===== config.mk =====
export PLATFORM = sky130hd
export DESIGN_NAME = pn9_fec_interleave_encoder_flat
export DESIGN_NICKNAME = d
export VERILOG_FILES = /design/src/rtl/pn9fie_pkg.sv /design/src/rtl/pn9fie_in_if.sv /design/src/rtl/pn9fie_out_if.sv /design/src/rtl/pn9fie_coder.sv /design/src/rtl/pn9fie_res_fifo.sv /design/src/rtl/pn9_fec_interleave_encoder.sv /design/src/flat_wrapper.sv
export SDC_FILE = /design/constraint.sdc
export NUM_CORES = 1
export LEC_CHECK = 0
export ABC_CLOCK_PERIOD_IN_PS = 3350
export BUFFER_PORTS_ARGS = -buffer_cell sky130_fd_sc_hd__buf_4
export CAP_MARGIN = 20
export CELL_PAD_IN_SITES_DETAIL_PLACEMENT = 1
export CELL_PAD_IN_SITES_GLOBAL_PLACEMENT = 1
export CORE_MARGIN = 4
export CORE_UTILIZATION = 46
export DETAILED_ROUTE_END_ITERATION = 12
export PLACE_DENSITY_LB_ADDON = 0.1
export SKIP_LAST_GASP = 1
export SYNTH_ARGS = -nofsm -noshare
export SYNTH_HDL_FRONTEND = slang
export SYNTH_SLANG_ARGS = --single-unit

===== constraint.sdc =====
create_clock -name clk_i -period 3.35 [get_ports clk_i]
set_clock_uncertainty 0.1 [all_clocks]
set_input_delay 0.1675 -clock clk_i [delete_from_list [all_inputs] [get_ports clk_i]]
set_output_delay 0.1675 -clock clk_i [all_outputs]
set_load 0.01 [all_outputs]

===== src/rtl/pn9fie_pkg.sv =====
// ----------------------------------------------------------------------------
// pn9fie_pkg
// Types, constants and coding functions shared by the PN9 whitening and
// convolutional interleave encoder.
// ----------------------------------------------------------------------------
package pn9fie_pkg;

  // PN9 seed loaded at every frame start.
  localparam logic [8:0] PN9_SEED = 9'h1FF;

  // Trellis terminator byte, sent unwhitened.
  localparam logic [7:0] TERM_BYTE = 8'h0B;

  // Byte counts reported with each result.
  localparam logic [2:0] BC_WHITEN = 3'd1;
  localparam logic [2:0] BC_FEC    = 3'd4;

  // Result buffer depth and pointer widths.
  localparam int unsigned RES_DEPTH = 4;
  localparam int unsigned RES_PTR_W = $clog2(RES_DEPTH);
  localparam int unsigned RES_CNT_W = $clog2(RES_DEPTH + 1);

  // Configuration register indexes (byte address bits above the word offset).
  localparam logic REG_FEC_MODE = 1'b0;

  // Convolutional encoder output table, indexed by a 4-bit window.
  localparam logic [1:0] CODER_LUT [16] = '{
    2'd0, 2'd3, 2'd1, 2'd2, 2'd3, 2'd0, 2'd2, 2'd1,
    2'd3, 2'd0, 2'd2, 2'd1, 2'd0, 2'd3, 2'd1, 2'd2
  };

  // One result item.
  typedef struct packed {
    logic [31:0] coded_word;
    logic [2:0]  byte_count;
    logic        frame_end;
  } res_t;

  // Up to two results written into the buffer at once.
  typedef struct packed {
    logic [1:0] num;
    res_t       first;
    res_t       second;
  } push_t;

  // Per-frame encoder state.
  typedef struct packed {
    logic [8:0]  pn9;
    logic [2:0]  mem;
    logic [15:0] held;
    logic        half_full;
  } enc_state_t;

  // Advance the PN9 register by two nibble steps.
  function automatic logic [8:0] pn9_advance(input logic [8:0] r);
    logic [8:0] s;
    s = {r[3:0] ^ r[8:5], r[8:4]};
    return {s[3:0] ^ s[8:5], s[8:4]};
  endfunction

  // Code one byte through the constraint-4 encoder; upper byte goes first.
  function automatic logic [15:0] code_byte(input logic [2:0] mem, input logic [7:0] b);
    logic [10:0] sr;
    logic [15:0] acc;
    sr = {mem, b};
    acc = '0;
    for (int n = 0; n < 8; n++) begin
      acc[(7 - n) * 2 +: 2] = CODER_LUT[sr[(10 - n) -: 4]];
    end
    return acc;
  endfunction

  // Interleave the four coded bytes of a group into one word.
  function automatic logic [31:0] interleave(input logic [15:0] first,
                                             input logic [15:0] second);
    logic [7:0]  g [4];
    logic [31:0] w;
    g[0] = first[15:8];
    g[1] = first[7:0];
    g[2] = second[15:8];
    g[3] = second[7:0];
    w = '0;
    for (int j = 0; j < 16; j++) begin
      w[(15 - j) * 2 +: 2] = g[3 - (j % 4)][(j / 4) * 2 +: 2];
    end
    return w;
  endfunction

endpackage


===== src/rtl/pn9fie_in_if.sv =====
// ----------------------------------------------------------------------------
// pn9fie_in_if
// Request channel carrying one frame byte and its end-of-frame flag.
// ----------------------------------------------------------------------------
interface pn9fie_in_if;
  logic       valid;
  logic       ready;
  logic [7:0] data_byte;
  logic       last_of_frame;

  modport source (output valid, output data_byte, output last_of_frame, input ready);
  modport sink   (input valid, input data_byte, input last_of_frame, output ready);
endinterface


===== src/rtl/pn9fie_out_if.sv =====
// ----------------------------------------------------------------------------
// pn9fie_out_if
// Result channel carrying a coded or whitened word.
// ----------------------------------------------------------------------------
interface pn9fie_out_if;
  logic        valid;
  logic        ready;
  logic [31:0] coded_word;
  logic [2:0]  byte_count;
  logic        frame_end;

  modport source (output valid, output coded_word, output byte_count, output frame_end,
                  input ready);
  modport sink   (input valid, input coded_word, input byte_count, input frame_end,
                  output ready);
endinterface


===== src/rtl/pn9fie_coder.sv =====
// ----------------------------------------------------------------------------
// pn9fie_coder
// Whitens one byte; in FEC mode runs the convolutional encoder and interleaver
// and adds the trellis terminators at frame end. Gives the next encoder state.
// ----------------------------------------------------------------------------
module pn9fie_coder import pn9fie_pkg::*; (
  input  logic       [7:0] data_byte_i,
  input  logic             last_of_frame_i,
  input  logic             fec_mode_i,
  input  enc_state_t       state_i,
  output enc_state_t       state_o,
  output push_t            push_o
);

  logic [7:0]  white;
  logic [15:0] pair_data;
  logic [15:0] pair_term1;
  logic [15:0] pair_term2;
  logic [31:0] word_data;
  logic [31:0] word_end;
  res_t        res_data;
  res_t        res_end;

  // Whitening and encoder lanes; the terminators are coded in parallel.
  assign white      = data_byte_i ^ state_i.pn9[7:0];
  assign pair_data  = code_byte(state_i.mem, white);
  assign pair_term1 = code_byte(white[2:0], TERM_BYTE);
  assign pair_term2 = code_byte(TERM_BYTE[2:0], TERM_BYTE);
  assign word_data  = interleave(state_i.held, pair_data);

  // With a held half both terminators pair; else the data byte takes the first.
  assign word_end = state_i.half_full ? interleave(pair_term1, pair_term2)
                                      : interleave(pair_data, pair_term1);

  assign res_data = '{coded_word: word_data, byte_count: BC_FEC, frame_end: 1'b0};
  assign res_end  = '{coded_word: word_end, byte_count: BC_FEC, frame_end: 1'b1};

  // Result selection and next state.
  always_comb begin
    state_o       = state_i;
    state_o.pn9   = pn9_advance(state_i.pn9);
    push_o.num    = 2'd0;
    push_o.first  = res_data;
    push_o.second = res_end;
    if (!fec_mode_i) begin
      push_o.num   = 2'd1;
      push_o.first = '{coded_word: {24'd0, white}, byte_count: BC_WHITEN,
                       frame_end: last_of_frame_i};
    end else begin
      state_o.mem = white[2:0];
      if (state_i.half_full) begin
        state_o.half_full = 1'b0;
        push_o.num        = last_of_frame_i ? 2'd2 : 2'd1;
      end else begin
        state_o.held      = pair_data;
        state_o.half_full = 1'b1;
        if (last_of_frame_i) begin
          push_o.num   = 2'd1;
          push_o.first = res_end;
        end
      end
    end
    // Every frame end restarts the scrambler and the encoder.
    if (last_of_frame_i) begin
      state_o.pn9       = PN9_SEED;
      state_o.mem       = 3'd0;
      state_o.half_full = 1'b0;
    end
  end

endmodule


===== src/rtl/pn9fie_res_fifo.sv =====
// ----------------------------------------------------------------------------
// pn9fie_res_fifo
// Small result buffer that takes up to two results a cycle and gives one.
// ----------------------------------------------------------------------------
module pn9fie_res_fifo import pn9fie_pkg::*; (
  input  logic  clk_i,
  input  logic  rst_ni,
  input  push_t push_i,
  input  logic  pop_i,
  output logic  space_o,
  output logic  valid_o,
  output res_t  head_o
);

  res_t                 mem_q [RES_DEPTH];
  logic [RES_PTR_W-1:0] wr_ptr_q, wr_ptr_d;
  logic [RES_PTR_W-1:0] rd_ptr_q, rd_ptr_d;
  logic [RES_CNT_W-1:0] cnt_q, cnt_d;
  logic [RES_PTR_W-1:0] wr_ptr_nx;
  logic                 pop;

  // Room for two results keeps the input side free of the output ready.
  assign space_o = cnt_q <= RES_CNT_W'(RES_DEPTH - 2);
  assign valid_o = cnt_q != '0;
  assign head_o  = mem_q[rd_ptr_q];
  assign pop     = pop_i & valid_o;

  assign wr_ptr_nx = wr_ptr_q + RES_PTR_W'(1);

  // Pointer and fill count update.
  always_comb begin
    wr_ptr_d = wr_ptr_q + RES_PTR_W'(push_i.num);
    rd_ptr_d = rd_ptr_q + RES_PTR_W'(pop);
    cnt_d    = cnt_q + RES_CNT_W'(push_i.num) - RES_CNT_W'(pop);
  end

  always_ff @(posedge clk_i or negedge rst_ni) begin
    if (!rst_ni) begin
      wr_ptr_q <= '0;
      rd_ptr_q <= '0;
      cnt_q    <= '0;
    end else begin
      wr_ptr_q <= wr_ptr_d;
      rd_ptr_q <= rd_ptr_d;
      cnt_q    <= cnt_d;
    end
  end

  // Storage writes.
  always_ff @(posedge clk_i) begin
    if (push_i.num != 2'd0) begin
      mem_q[wr_ptr_q] <= push_i.first;
    end
    if (push_i.num == 2'd2) begin
      mem_q[wr_ptr_nx] <= push_i.second;
    end
  end

endmodule


===== src/rtl/pn9_fec_interleave_encoder.sv =====
// ----------------------------------------------------------------------------
// pn9_fec_interleave_encoder
// PN9 whitener with optional rate-1/2 convolutional coding and interleaving.
// ----------------------------------------------------------------------------
// Usage:
//   req_i carries one frame byte per request, with last_of_frame on the final
//   byte. res_o returns results: in whitening mode one whitened byte per
//   request; in FEC mode one interleaved 32-bit word per two coded bytes, and
//   at frame end the terminator group, so a request gives zero, one or two
//   results. fec_mode is to be written through the APB port only while the
//   block is idle; the block does not enforce this. A request is taken in
//   every cycle while the result buffer has room for two entries; with an
//   empty buffer its first result is on res_o the cycle after acceptance and
//   a second once the first is taken. The per-byte work is one pass of
//   whitening, eight parallel trellis lookups and a wiring permutation
//   between the state registers and a four-entry result buffer. Sustained
//   rate is one byte per cycle while results are drained at least as fast as
//   they are produced. Reset empties the buffer, loads the PN9 seed and
//   selects whitening mode. When the receiver stalls, results collect in the
//   buffer and req_i.ready drops once fewer than two entries are free.
// ----------------------------------------------------------------------------
module pn9_fec_interleave_encoder import pn9fie_pkg::*; (
  input  logic                clk_i,
  input  logic                rst_ni,
  pn9fie_in_if.sink           req_i,
  pn9fie_out_if.source        res_o,
  input  logic                psel,
  input  logic                penable,
  input  logic                pwrite,
  input  logic [2:0]          paddr,
  input  logic [31:0]         pwdata,
  output logic [31:0]         prdata,
  output logic                pready
);

  logic       fec_mode_q, fec_mode_d;
  enc_state_t state_q, state_d, state_nx;
  push_t      push_nx;
  push_t      push;
  logic       accept;
  logic       space;
  logic       cfg_wr;
  res_t       head;

  // Configuration port.
  assign pready = 1'b1;
  assign cfg_wr = psel & penable & pwrite;
  assign prdata = (paddr[2] == REG_FEC_MODE) ? {31'd0, fec_mode_q} : 32'd0;

  always_comb begin
    fec_mode_d = fec_mode_q;
    if (cfg_wr && paddr[2] == REG_FEC_MODE) begin
      fec_mode_d = pwdata[0];
    end
  end

  // Request handshake.
  assign req_i.ready = space;
  assign accept      = req_i.valid & space;

  pn9fie_coder u_coder (
    .data_byte_i     (req_i.data_byte),
    .last_of_frame_i (req_i.last_of_frame),
    .fec_mode_i      (fec_mode_q),
    .state_i         (state_q),
    .state_o         (state_nx),
    .push_o          (push_nx)
  );

  // Results are written only for an accepted request.
  always_comb begin
    push     = push_nx;
    state_d  = state_q;
    if (accept) begin
      state_d = state_nx;
    end else begin
      push.num = 2'd0;
    end
  end

  // Control state.
  always_ff @(posedge clk_i or negedge rst_ni) begin
    if (!rst_ni) begin
      fec_mode_q         <= 1'b0;
      state_q.pn9        <= PN9_SEED;
      state_q.mem        <= 3'd0;
      state_q.held       <= 16'd0;
      state_q.half_full  <= 1'b0;
    end else begin
      fec_mode_q         <= fec_mode_d;
      state_q.pn9        <= state_d.pn9;
      state_q.mem        <= state_d.mem;
      state_q.held       <= state_d.held;
      state_q.half_full  <= state_d.half_full;
    end
  end

  pn9fie_res_fifo u_res_fifo (
    .clk_i   (clk_i),
    .rst_ni  (rst_ni),
    .push_i  (push),
    .pop_i   (res_o.ready),
    .space_o (space),
    .valid_o (res_o.valid),
    .head_o  (head)
  );

  assign res_o.coded_word = head.coded_word;
  assign res_o.byte_count = head.byte_count;
  assign res_o.frame_end  = head.frame_end;

endmodule


===== src/flat_wrapper.sv =====
// flat-port wrapper written by rule: the top's interface ports become plain ports
module pn9_fec_interleave_encoder_flat import pn9fie_pkg::*;
  (clk_i, rst_ni, psel, penable, pwrite, paddr, pwdata, prdata, pready, req_i_valid, req_i_data_byte, req_i_last_of_frame, req_i_ready, res_o_valid, res_o_coded_word, res_o_byte_count, res_o_frame_end, res_o_ready);
  pn9fie_in_if req_i_i ();
  pn9fie_out_if res_o_i ();
  input  logic clk_i;
  input  logic rst_ni;
  input  logic psel;
  input  logic penable;
  input  logic pwrite;
  input  logic [2:0] paddr;
  input  logic [31:0] pwdata;
  output logic [31:0] prdata;
  output logic pready;
  input wire logic [$bits(req_i_i.valid)-1:0] req_i_valid;
  input wire logic [$bits(req_i_i.data_byte)-1:0] req_i_data_byte;
  input wire logic [$bits(req_i_i.last_of_frame)-1:0] req_i_last_of_frame;
  output wire logic [$bits(req_i_i.ready)-1:0] req_i_ready;
  output wire logic [$bits(res_o_i.valid)-1:0] res_o_valid;
  output wire logic [$bits(res_o_i.coded_word)-1:0] res_o_coded_word;
  output wire logic [$bits(res_o_i.byte_count)-1:0] res_o_byte_count;
  output wire logic [$bits(res_o_i.frame_end)-1:0] res_o_frame_end;
  input wire logic [$bits(res_o_i.ready)-1:0] res_o_ready;
  assign req_i_i.valid = req_i_valid;
  assign req_i_i.data_byte = req_i_data_byte;
  assign req_i_i.last_of_frame = req_i_last_of_frame;
  assign req_i_ready = req_i_i.ready;
  assign res_o_valid = res_o_i.valid;
  assign res_o_coded_word = res_o_i.coded_word;
  assign res_o_byte_count = res_o_i.byte_count;
  assign res_o_frame_end = res_o_i.frame_end;
  assign res_o_i.ready = res_o_ready;
  pn9_fec_interleave_encoder u_core (.clk_i(clk_i), .rst_ni(rst_ni), .req_i(req_i_i), .res_o(res_o_i), .psel(psel), .penable(penable), .pwrite(pwrite), .paddr(paddr), .pwdata(pwdata), .prdata(prdata), .pready(pready));
endmodule

==> results of run 1 <==
-- flip-flops by register name, summed over array words and instances, names as in the netlist --
signal                      flops
u_core.u_res_fifo.mem_q       140
u_core.state_q                 29
u_core.u_res_fifo.cnt_q         3
u_core.u_res_fifo.rd_ptr_q      2
u_core.u_res_fifo.wr_ptr_q      2
u_core.fec_mode_q               1
-- where the power goes --
part / internal (W) / switching, W / total (W)
Combinational: 0.00233 / 0.00332 / 0.00565
Clock: 0.00105 / 0.00101 / 0.00206
Sequential: 0.00297 / 0.000527 / 0.00350
Total: 0.00635 / 0.00486 / 0.0112
-- stage by stage --
stage / power [W] / util (%) / hold WS (ps) / instances / setup slack [ps]
after global routing: 0.0118 / 54.3 / 136 / 1056 / 298
after global placement: 0.00888 / 50.8 / 73.2 / 1019 / 529
final: 0.0112 / 54.3 / 105 / 1056 / 410
after detailed placement: 0.00910 / 50.8 / 80.5 / 1019 / 444
after CTS: 0.0112 / 54.3 / 89.4 / 1056 / 421
after floorplan: 0.00706 / - / -228 / 779 / 591
-- cell type report --
cell class	count	area (sq um)	area share [%]
multi-input cells	508	3830	37.6
repair buffers	94	793	7.78
clock buffers	18	450	4.42
clock inverters	14	159	1.56
inverters	11	41.3	0.405
well taps	234	293	2.87
flip-flops and latches	177	4620	45.4
-- kinds of logic (layout without fill, tap and decap cells) --
logic type / after synthesis / in the layout / share of synthesized area (%)
XOR/XNOR: 49 / 49 / 6.76
flip-flops: 177 / 177 / 52.3
AO/OA/AOI/OAI: 220 / 220 / 16.2
buffers and inverters: 94 / 137 / 5.58
other: 2 / 33 / 0.0850
multiplexers: 43 / 43 / 9.93
AND/OR/NAND/NOR: 155 / 155 / 7.93
adder cells (fa/ha/maj): 8 / 8 / 1.22
-- per-layer routing --
metal  routed length (microns)  up-vias  GRT usage (%)
met2                     13100      284           41.8
li1                          -     2885              -
met1                     11000     3279           33.3
met5                         0        -              0
met3                      1800       51           5.34
met4                       685        0           8.80
-- layout by cell type (no fill, tap or decap), types with 6 or more instances in the layout --
| master | netlist | routed |
|---|---|---|
| sky130_fd_sc_hd__o2bb2ai_1 | 25 | 25 |
| sky130_fd_sc_hd__ha_1 | 7 | 7 |
| sky130_fd_sc_hd__mux4_2 | 35 | 35 |
| sky130_fd_sc_hd__xor2_1 | 15 | 15 |
| sky130_fd_sc_hd__nor2_1 | 46 | 46 |
| sky130_fd_sc_hd__nand2_1 | 62 | 62 |
| sky130_fd_sc_hd__nand3_1 | 13 | 13 |
| sky130_fd_sc_hd__a2bb2oi_1 | 12 | 12 |
| sky130_fd_sc_hd__inv_1 | 9 | 9 |
| sky130_fd_sc_hd__inv_8 | 0 | 6 |
| sky130_fd_sc_hd__nand2b_1 | 7 | 7 |
| sky130_fd_sc_hd__o22a_1 | 8 | 8 |
| sky130_fd_sc_hd__dfrtp_1 | 28 | 26 |
| sky130_fd_sc_hd__xnor2_2 | 7 | 7 |
| sky130_fd_sc_hd__dfxtp_1 | 52 | 52 |
| sky130_fd_sc_hd__xnor2_1 | 19 | 19 |
| sky130_fd_sc_hd__conb_1 | 2 | 33 |
| sky130_fd_sc_hd__mux2_2 | 7 | 7 |
| sky130_fd_sc_hd__a21oi_1 | 18 | 18 |
| sky130_fd_sc_hd__buf_12 | 0 | 6 |
| sky130_fd_sc_hd__clkbuf_16 | 0 | 18 |
| sky130_fd_sc_hd__edfxtp_1 | 88 | 88 |
| sky130_fd_sc_hd__o21ai_0 | 55 | 55 |
| sky130_fd_sc_hd__a22oi_1 | 6 | 6 |
| sky130_fd_sc_hd__dfstp_2 | 9 | 9 |
| sky130_fd_sc_hd__o22ai_1 | 76 | 76 |
| sky130_fd_sc_hd__buf_4 | 33 | 83 |
-- critical path, stage by stage, from the launching register on --
cell and delay, ps:
sky130_fd_sc_hd__dfrtp_1 490, sky130_fd_sc_hd__inv_2 170, sky130_fd_sc_hd__ha_1 410, sky130_fd_sc_hd__and3b_1 300, sky130_fd_sc_hd__nor3_2 80, sky130_fd_sc_hd__nor2_1 530, sky130_fd_sc_hd__inv_1 330, sky130_fd_sc_hd__buf_12 270
-- worst min path at each step --
| stage | from | to | slack (ps) | cells after the start |
|---|---|---|---|---|
| 3_3_place_gp | rst_ni | u_core.fec_mode_q$_DFFE_PN0P_ | 70 | 1 |
| 2_1_floorplan | rst_ni | u_core.fec_mode_q$_DFFE_PN0P_ | -230 | 0 |
| 6_report | req_i_data_byte[0] | u_core.state_q[17]$_DFFE_PN0P_ | 110 | 4 |
| 5_1_grt | req_i_data_byte[1] | u_core.state_q[18]$_DFFE_PN0P_ | 140 | 3 |
| 4_1_cts | req_i_data_byte[0] | u_core.state_q[17]$_DFFE_PN0P_ | 90 | 4 |
| 3_5_place_dp | rst_ni | u_core.u_res_fifo.cnt_q[0]$_DFF_PN0_ | 80 | 1 |
==> impl_metrics.toml, run 1 <==
[floorplanning]
floorplan.die_area_sq_um = 21500
placement_rows = 50
floorplan.die.width_microns = 147
die_h_microns = 147
initial_core_util_pct = 47.1
pin_count = 122
coreArea_sq_um = 18800

[pwr]
power.density_cell_area_nw_per_um2 = 1100
leakage_nw = 3.82
vdd.ir_drop.worst_mv = 0.500

[clock_network]
tritoncts = "yes"
tritoncts.num_buffers = 17
postCtsHoldBufs = 5
clock_tree.htree_level_count = 4
clock_path_buffers = 2
cts_setup_buffers = 0
numClockSinks = 177
cts.root.buffer_cell = "sky130_fd_sc_hd__clkbuf_16"
clock_edge_transition_at_the_registers_on_the_reported_setup_and_hold_paths_ps = 80
cts.repair.resized = 0
worstSkewPairLatency_ps = 450

[global_routing]
antenna_violations_before_repair = 0
grt-ovfl-total = 0
first_pass_grt_wire_length_mm = 41.4
grt.total_usage_pct = 25.3
pin_count_of_the_biggest_net_entering_global_routing = 38
first_global_vias = 6893

[timing]
final_count_of_hold_timing_violations = 0
report.final.slew_viol_count = 0
final.setup.tns_ps = 0
max_clock_freq_mhz = 340
tightestPinTransition_ps = 798
period_needed_ps = 2940
grt_setup_unrepaired = "false"
timing.slew.headroom_pct = 46.3
setup_viol = 0
finalCritPeriodShare_pct = 87.8

[critical_path]
cp-start-kind = "flip-flop"
r2r_cells = 7
cp_data_required_time_ps = 3450
regToRegStartpoint = "u_core.state_q[0]$_DFFE_PN0P_"
critical_path_peak_fanout = 22
regToRegEndpoint = "u_core.u_res_fifo.mem_q[3][24]$_DFFE_PP_"
worst_setup_path_startpoint = "u_core.state_q[0]$_DFFE_PN0P_"
worstSetupEndpoint = "u_core.u_res_fifo.mem_q[3][24]$_DFFE_PP_"
path_class = "reg -> reg"
arrival_ps = 3040
type_of_destination_of_the_critical_path = "flip-flop"
worst-r2r-setup-slack_ps = 410

[run_status]
run_status = "completed"

[detailed_routing]
dr.pass1.iters = 5
wirelength_mm = 26.5
wl_per_cell_microns = 25.1
drtIter0Drc = 550
post_drt_via_cell_ratio = 6.15
drc = 0
postRouteAntennaNets = 0
dr_total_vias = 6499

[placement]
port_buffers = 55
placed_area_sq_um = 9530
post_dp_hpwl_mm = 17.6
gpl.final_weighted_congestion = 0.877

[job]
max-cap-violations = 0

[finish]
area_growth_syn_to_fin_pct = 15.4
fill_cells = 1954
nNetsFinal = 868
post_route_cells_drive_above_1_share_pct = 23.5
finish.instance_area_sq_um = 10200
diodes = 0

[synthesis]
area_share_of_the_leading_cell_type_in_the_synthesized_netlist_pct = 29.9
yosys_most_used_dff = "sky130_fd_sc_hd__edfxtp_1"
synthArstFlopShare_pct = 20.9
portion_of_the_post_synthesis_area_used_by_sequential_elements_pct = 52.3
syn_inst = 748
post_synth_num_cell_types = 62
synth_area_sq_um = 8830
synth_area_leader_cell = "sky130_fd_sc_hd__edfxtp_1"
yosys_warnings = 0
netlist_top_cells_area = "sky130_fd_sc_hd__edfxtp_1 30%, sky130_fd_sc_hd__dfxtp_1 12%, sky130_fd_sc_hd__mux4_2 8.9%, sky130_fd_sc_hd__dfrtp_1 7.9%, sky130_fd_sc_hd__o22ai_1 5.4%"
avgSynthCellArea_sq_um = 11.8
most_frequent_cells_after_synthesis = "88 x sky130_fd_sc_hd__edfxtp_1, 76 x sky130_fd_sc_hd__o22ai_1, 62 x sky130_fd_sc_hd__nand2_1, 55 x sky130_fd_sc_hd__o21ai_0, 52 x sky130_fd_sc_hd__dfxtp_1"
total_of_flip_flops_plus_latches_after_synthesis = 177
synthMostInstantiatedCell = "sky130_fd_sc_hd__edfxtp_1"
synth_edf_count = 88

[hold_path]
holdCritPathClass = "in -> reg"
(Power assumes the default switching activity.)
==> inputs of run 2 (changes only) <==
CORE_UTILIZATION = 49   (was 46)
SYNTH_HIERARCHICAL = 1   (was unset)
==> run 2 against run 1 <==
  * Clock power is essentially flat
  * Sequential cell count rose by 4
  * Utilization rose by 1.9 points
  * Critical path depth fell by 2
  * Via count down 8.2%
  * Worst setup slack worse by 150 ps
  * Area after synthesis up 17%
  * First-iteration DRC count down 42%
  * Wire length fell by 6.4%
  * Non-clock buffer count is 12 lower
  * Register-to-register slack lost 150 ps
  * Worst hold slack lost 67 ps
  * Critical path type unchanged
==> impl_metrics.toml, run 2 <==
[pwr]
power.density_cell_area_nw_per_um2 = 997
leakage_nw = 4.33
vdd.ir_drop.worst_mv = 0.507

[clock_network]
numClockSinks = 181
clock_path_buffers = 2
clock_tree.htree_level_count = 4
cts_setup_buffers = 0
tritoncts = "yes"
worstSkewPairLatency_ps = 440
clock_edge_transition_at_the_registers_on_the_reported_setup_and_hold_paths_ps = 70
cts.root.buffer_cell = "sky130_fd_sc_hd__clkbuf_16"
tritoncts.num_buffers = 17

[global_routing]
first_global_vias = 6643
grt.total_usage_pct = 21.6
first_pass_grt_wire_length_mm = 39.1
grt-ovfl-total = 0
antenna_violations_before_repair = 0
pin_count_of_the_biggest_net_entering_global_routing = 38

[synthesis]
area_share_of_xor_xnor_cells_in_the_synthesized_design_pct = 5.93
synth_top_family_by_area = "multiplexers"
post_synth_num_cell_types = 50
synth_area_sq_um = 10300
area_share_of_the_leading_cell_type_in_the_synthesized_netlist_pct = 41.9
post_synth_adder_cell_area_pct = 0.800
synthArstFlopShare_pct = 20.4
synth_area_leader_cell = "sky130_fd_sc_hd__edfxtp_1"
total_of_flip_flops_plus_latches_after_synthesis = 181
avgSynthCellArea_sq_um = 14.4
muxShareOfSynthArea_pct = 27.8
portion_of_the_post_synthesis_area_used_by_sequential_elements_pct = 51.0
synth_edf_count = 144
yosys_warnings = 6
synthMostInstantiatedCell = "sky130_fd_sc_hd__mux2_2"
netlist_top_cells_area = "sky130_fd_sc_hd__edfxtp_1 42%, sky130_fd_sc_hd__mux2_2 18%, sky130_fd_sc_hd__mux4_2 7.9%, sky130_fd_sc_hd__dfrtp_1 6.8%, sky130_fd_sc_hd__buf_4 3.9%"
yosys_most_used_dff = "sky130_fd_sc_hd__edfxtp_1"
synth_area_in_compound_gates_pct = 3.93
syn_inst = 718
most_frequent_cells_after_synthesis = "166 x sky130_fd_sc_hd__mux2_2, 144 x sky130_fd_sc_hd__edfxtp_1, 54 x sky130_fd_sc_hd__buf_4, 36 x sky130_fd_sc_hd__mux4_2, 32 x sky130_fd_sc_hd__nand2_1"
yosys.area_share.simple_pct = 4.16

[detailed_routing]
met2_wirelength_mm = 12.4
drtIter0Drc = 319
dr.pass1.iters = 4
drc = 0
drt-met1-wl_mm = 11.1
post_drt_via_cell_ratio = 5.68
top_signal_layer_used = "met4"
postRouteAntennaNets = 0
wl_per_cell_microns = 23.6
dr_wl_met3_mm = 1.01
wirelength_mm = 24.8
dr_total_vias = 5965

[placement]
detailedPlace.worstSlack_ps = 228
gpl.final_weighted_congestion = 0.793
post_dp_hpwl_mm = 15.7
port_buffers = 56
placed_area_sq_um = 10900

[finish]
post_route_cells_drive_above_1_share_pct = 45.8
diodes = 0
largest-register = "u_core/u_res_fifo/mem_q"
leading_cell_types_in_the_layout_fill_and_taps_excluded = "166 x sky130_fd_sc_hd__mux2_2, 144 x sky130_fd_sc_hd__edfxtp_1, 75 x sky130_fd_sc_hd__buf_4, 47 x sky130_fd_sc_hd__conb_1, 36 x sky130_fd_sc_hd__mux4_2"
finish.instance_area_sq_um = 11500
nNetsFinal = 825
reg.largest.list = "u_core/u_res_fifo/mem_q (144), u_core/state_q (29), u_core/u_res_fifo/cnt_q (3)"
area_growth_syn_to_fin_pct = 11.5
largest_register_ffs = 144
layout.cells.most_common = "sky130_fd_sc_hd__mux2_2"

[floorplanning]
coreArea_sq_um = 20500
initial_core_util_pct = 50.4
pin_count = 122
floorplan.die.width_microns = 153
die_h_microns = 153
floorplan.die_area_sq_um = 23500
placement_rows = 52

[timing]
grt_setup_unrepaired = "false"
report.final.slew_viol_count = 0
period_needed_ps = 3090
final.setup.worst_slack_ps = 260
final_count_of_hold_timing_violations = 0
max_clock_freq_mhz = 324
timing.slew.headroom_pct = 33.0
tightestPinTransition_ps = 1000
setup_viol = 0
final.hold.worst_slack_ps = 38.0
finalCritPeriodShare_pct = 92.2
final.setup.tns_ps = 0

[hold_path]
holdCritPathClass = "in -> reg"
worstHoldPathCells = 3

[critical_path]
type_of_destination_of_the_critical_path = "flip-flop"
path_class = "reg -> reg"
cp-start-kind = "flip-flop"
cp_data_required_time_ps = 3370
r2r_cells = 5
arrival_ps = 3110
critical_path_peak_fanout = 22

[job]
max-cap-violations = 0

[run_status]
run_status = "completed"
==> run 2: logic make-up after synthesis <==
kind of cell | Yosys count
adder cells (fa/ha/maj) | 6
flip-flops | 181
other | 4
buffers and inverters | 101
multiplexers | 216
XOR/XNOR | 51
AND/OR/NAND/NOR | 88
AO/OA/AOI/OAI | 71
==> run 2: worst paths after layout <==
path | from | to | slack, ps
setup / recovery | u_core/u_res_fifo/cnt_q[1]$_DFF_PN0_ | u_core/u_res_fifo/mem_q[3][16]$_DFFE_PP_ | 260
hold / removal | paddr[2] | u_core/fec_mode_q$_DFFE_PN0P_ | 40
setup reg to reg | u_core/u_res_fifo/cnt_q[1]$_DFF_PN0_ | u_core/u_res_fifo/mem_q[3][16]$_DFFE_PP_ | 260
hold reg to reg | u_core/state_q[2]$_DFFE_PN0N_ | u_core/state_q[2]$_DFFE_PN0N_ | 440
max in group asynchronous | rst_ni | u_core/state_q[6]$_DFFE_PN0N_ | 2630
min in group asynchronous | rst_ni | u_core/u_res_fifo/cnt_q[0]$_DFF_PN0_ | 140
==> run 2: what timing repair did <==
item,in CTS,in global routing
hold endpoints to repair,40,0
gates resized for setup,0,0
endpoints found under the setup margin,0,0
hold buffers,3,0
==> run 2: cell type report <==
class | count | area (sq um)
fill | 1999 | 8980
inverter | 7 | 26.3
clock inverter | 13 | 149
timing repair buffer | 82 | 673
multi-input combinational | 479 | 4630
tap | 270 | 338
clock buffer | 19 | 433
sequential | 181 | 5260
==> run 2: routing by layer <==
layer,GRT usage (%),vias up
met1,29.5,3107
li1,-,2696
met5,0,-
met3,4.01,24
met2,36.0,138
met4,5.26,0
==> run 2: critical path, cell delays in order (launching register included) <==
cell and delay (ps):
sky130_fd_sc_hd__dfrtp_1 440, sky130_fd_sc_hd__a21oi_1 290, sky130_fd_sc_hd__and3_1 490, sky130_fd_sc_hd__mux2i_1 260
sky130_fd_sc_hd__nor2_4 760, sky130_fd_sc_hd__buf_4 400
==> run 2: stage by stage <==
step	power [W]	utilization [%]	instances
finish	0.0115	56.2	1051
global route	0.0122	56.2	1051
CTS	0.0116	56.2	1051
detailed placement	0.00948	53.2	1016
global placement	0.00918	53.2	1016
floorplan	0.00775	-	761
==> run 2: where the power goes <==
group	leakage (nW)	switching, W	internal [W]
sequential	1.76	0.000360	0.00325
combinational	2.29	0.00311	0.00273
clock	0.280	0.000915	0.00111
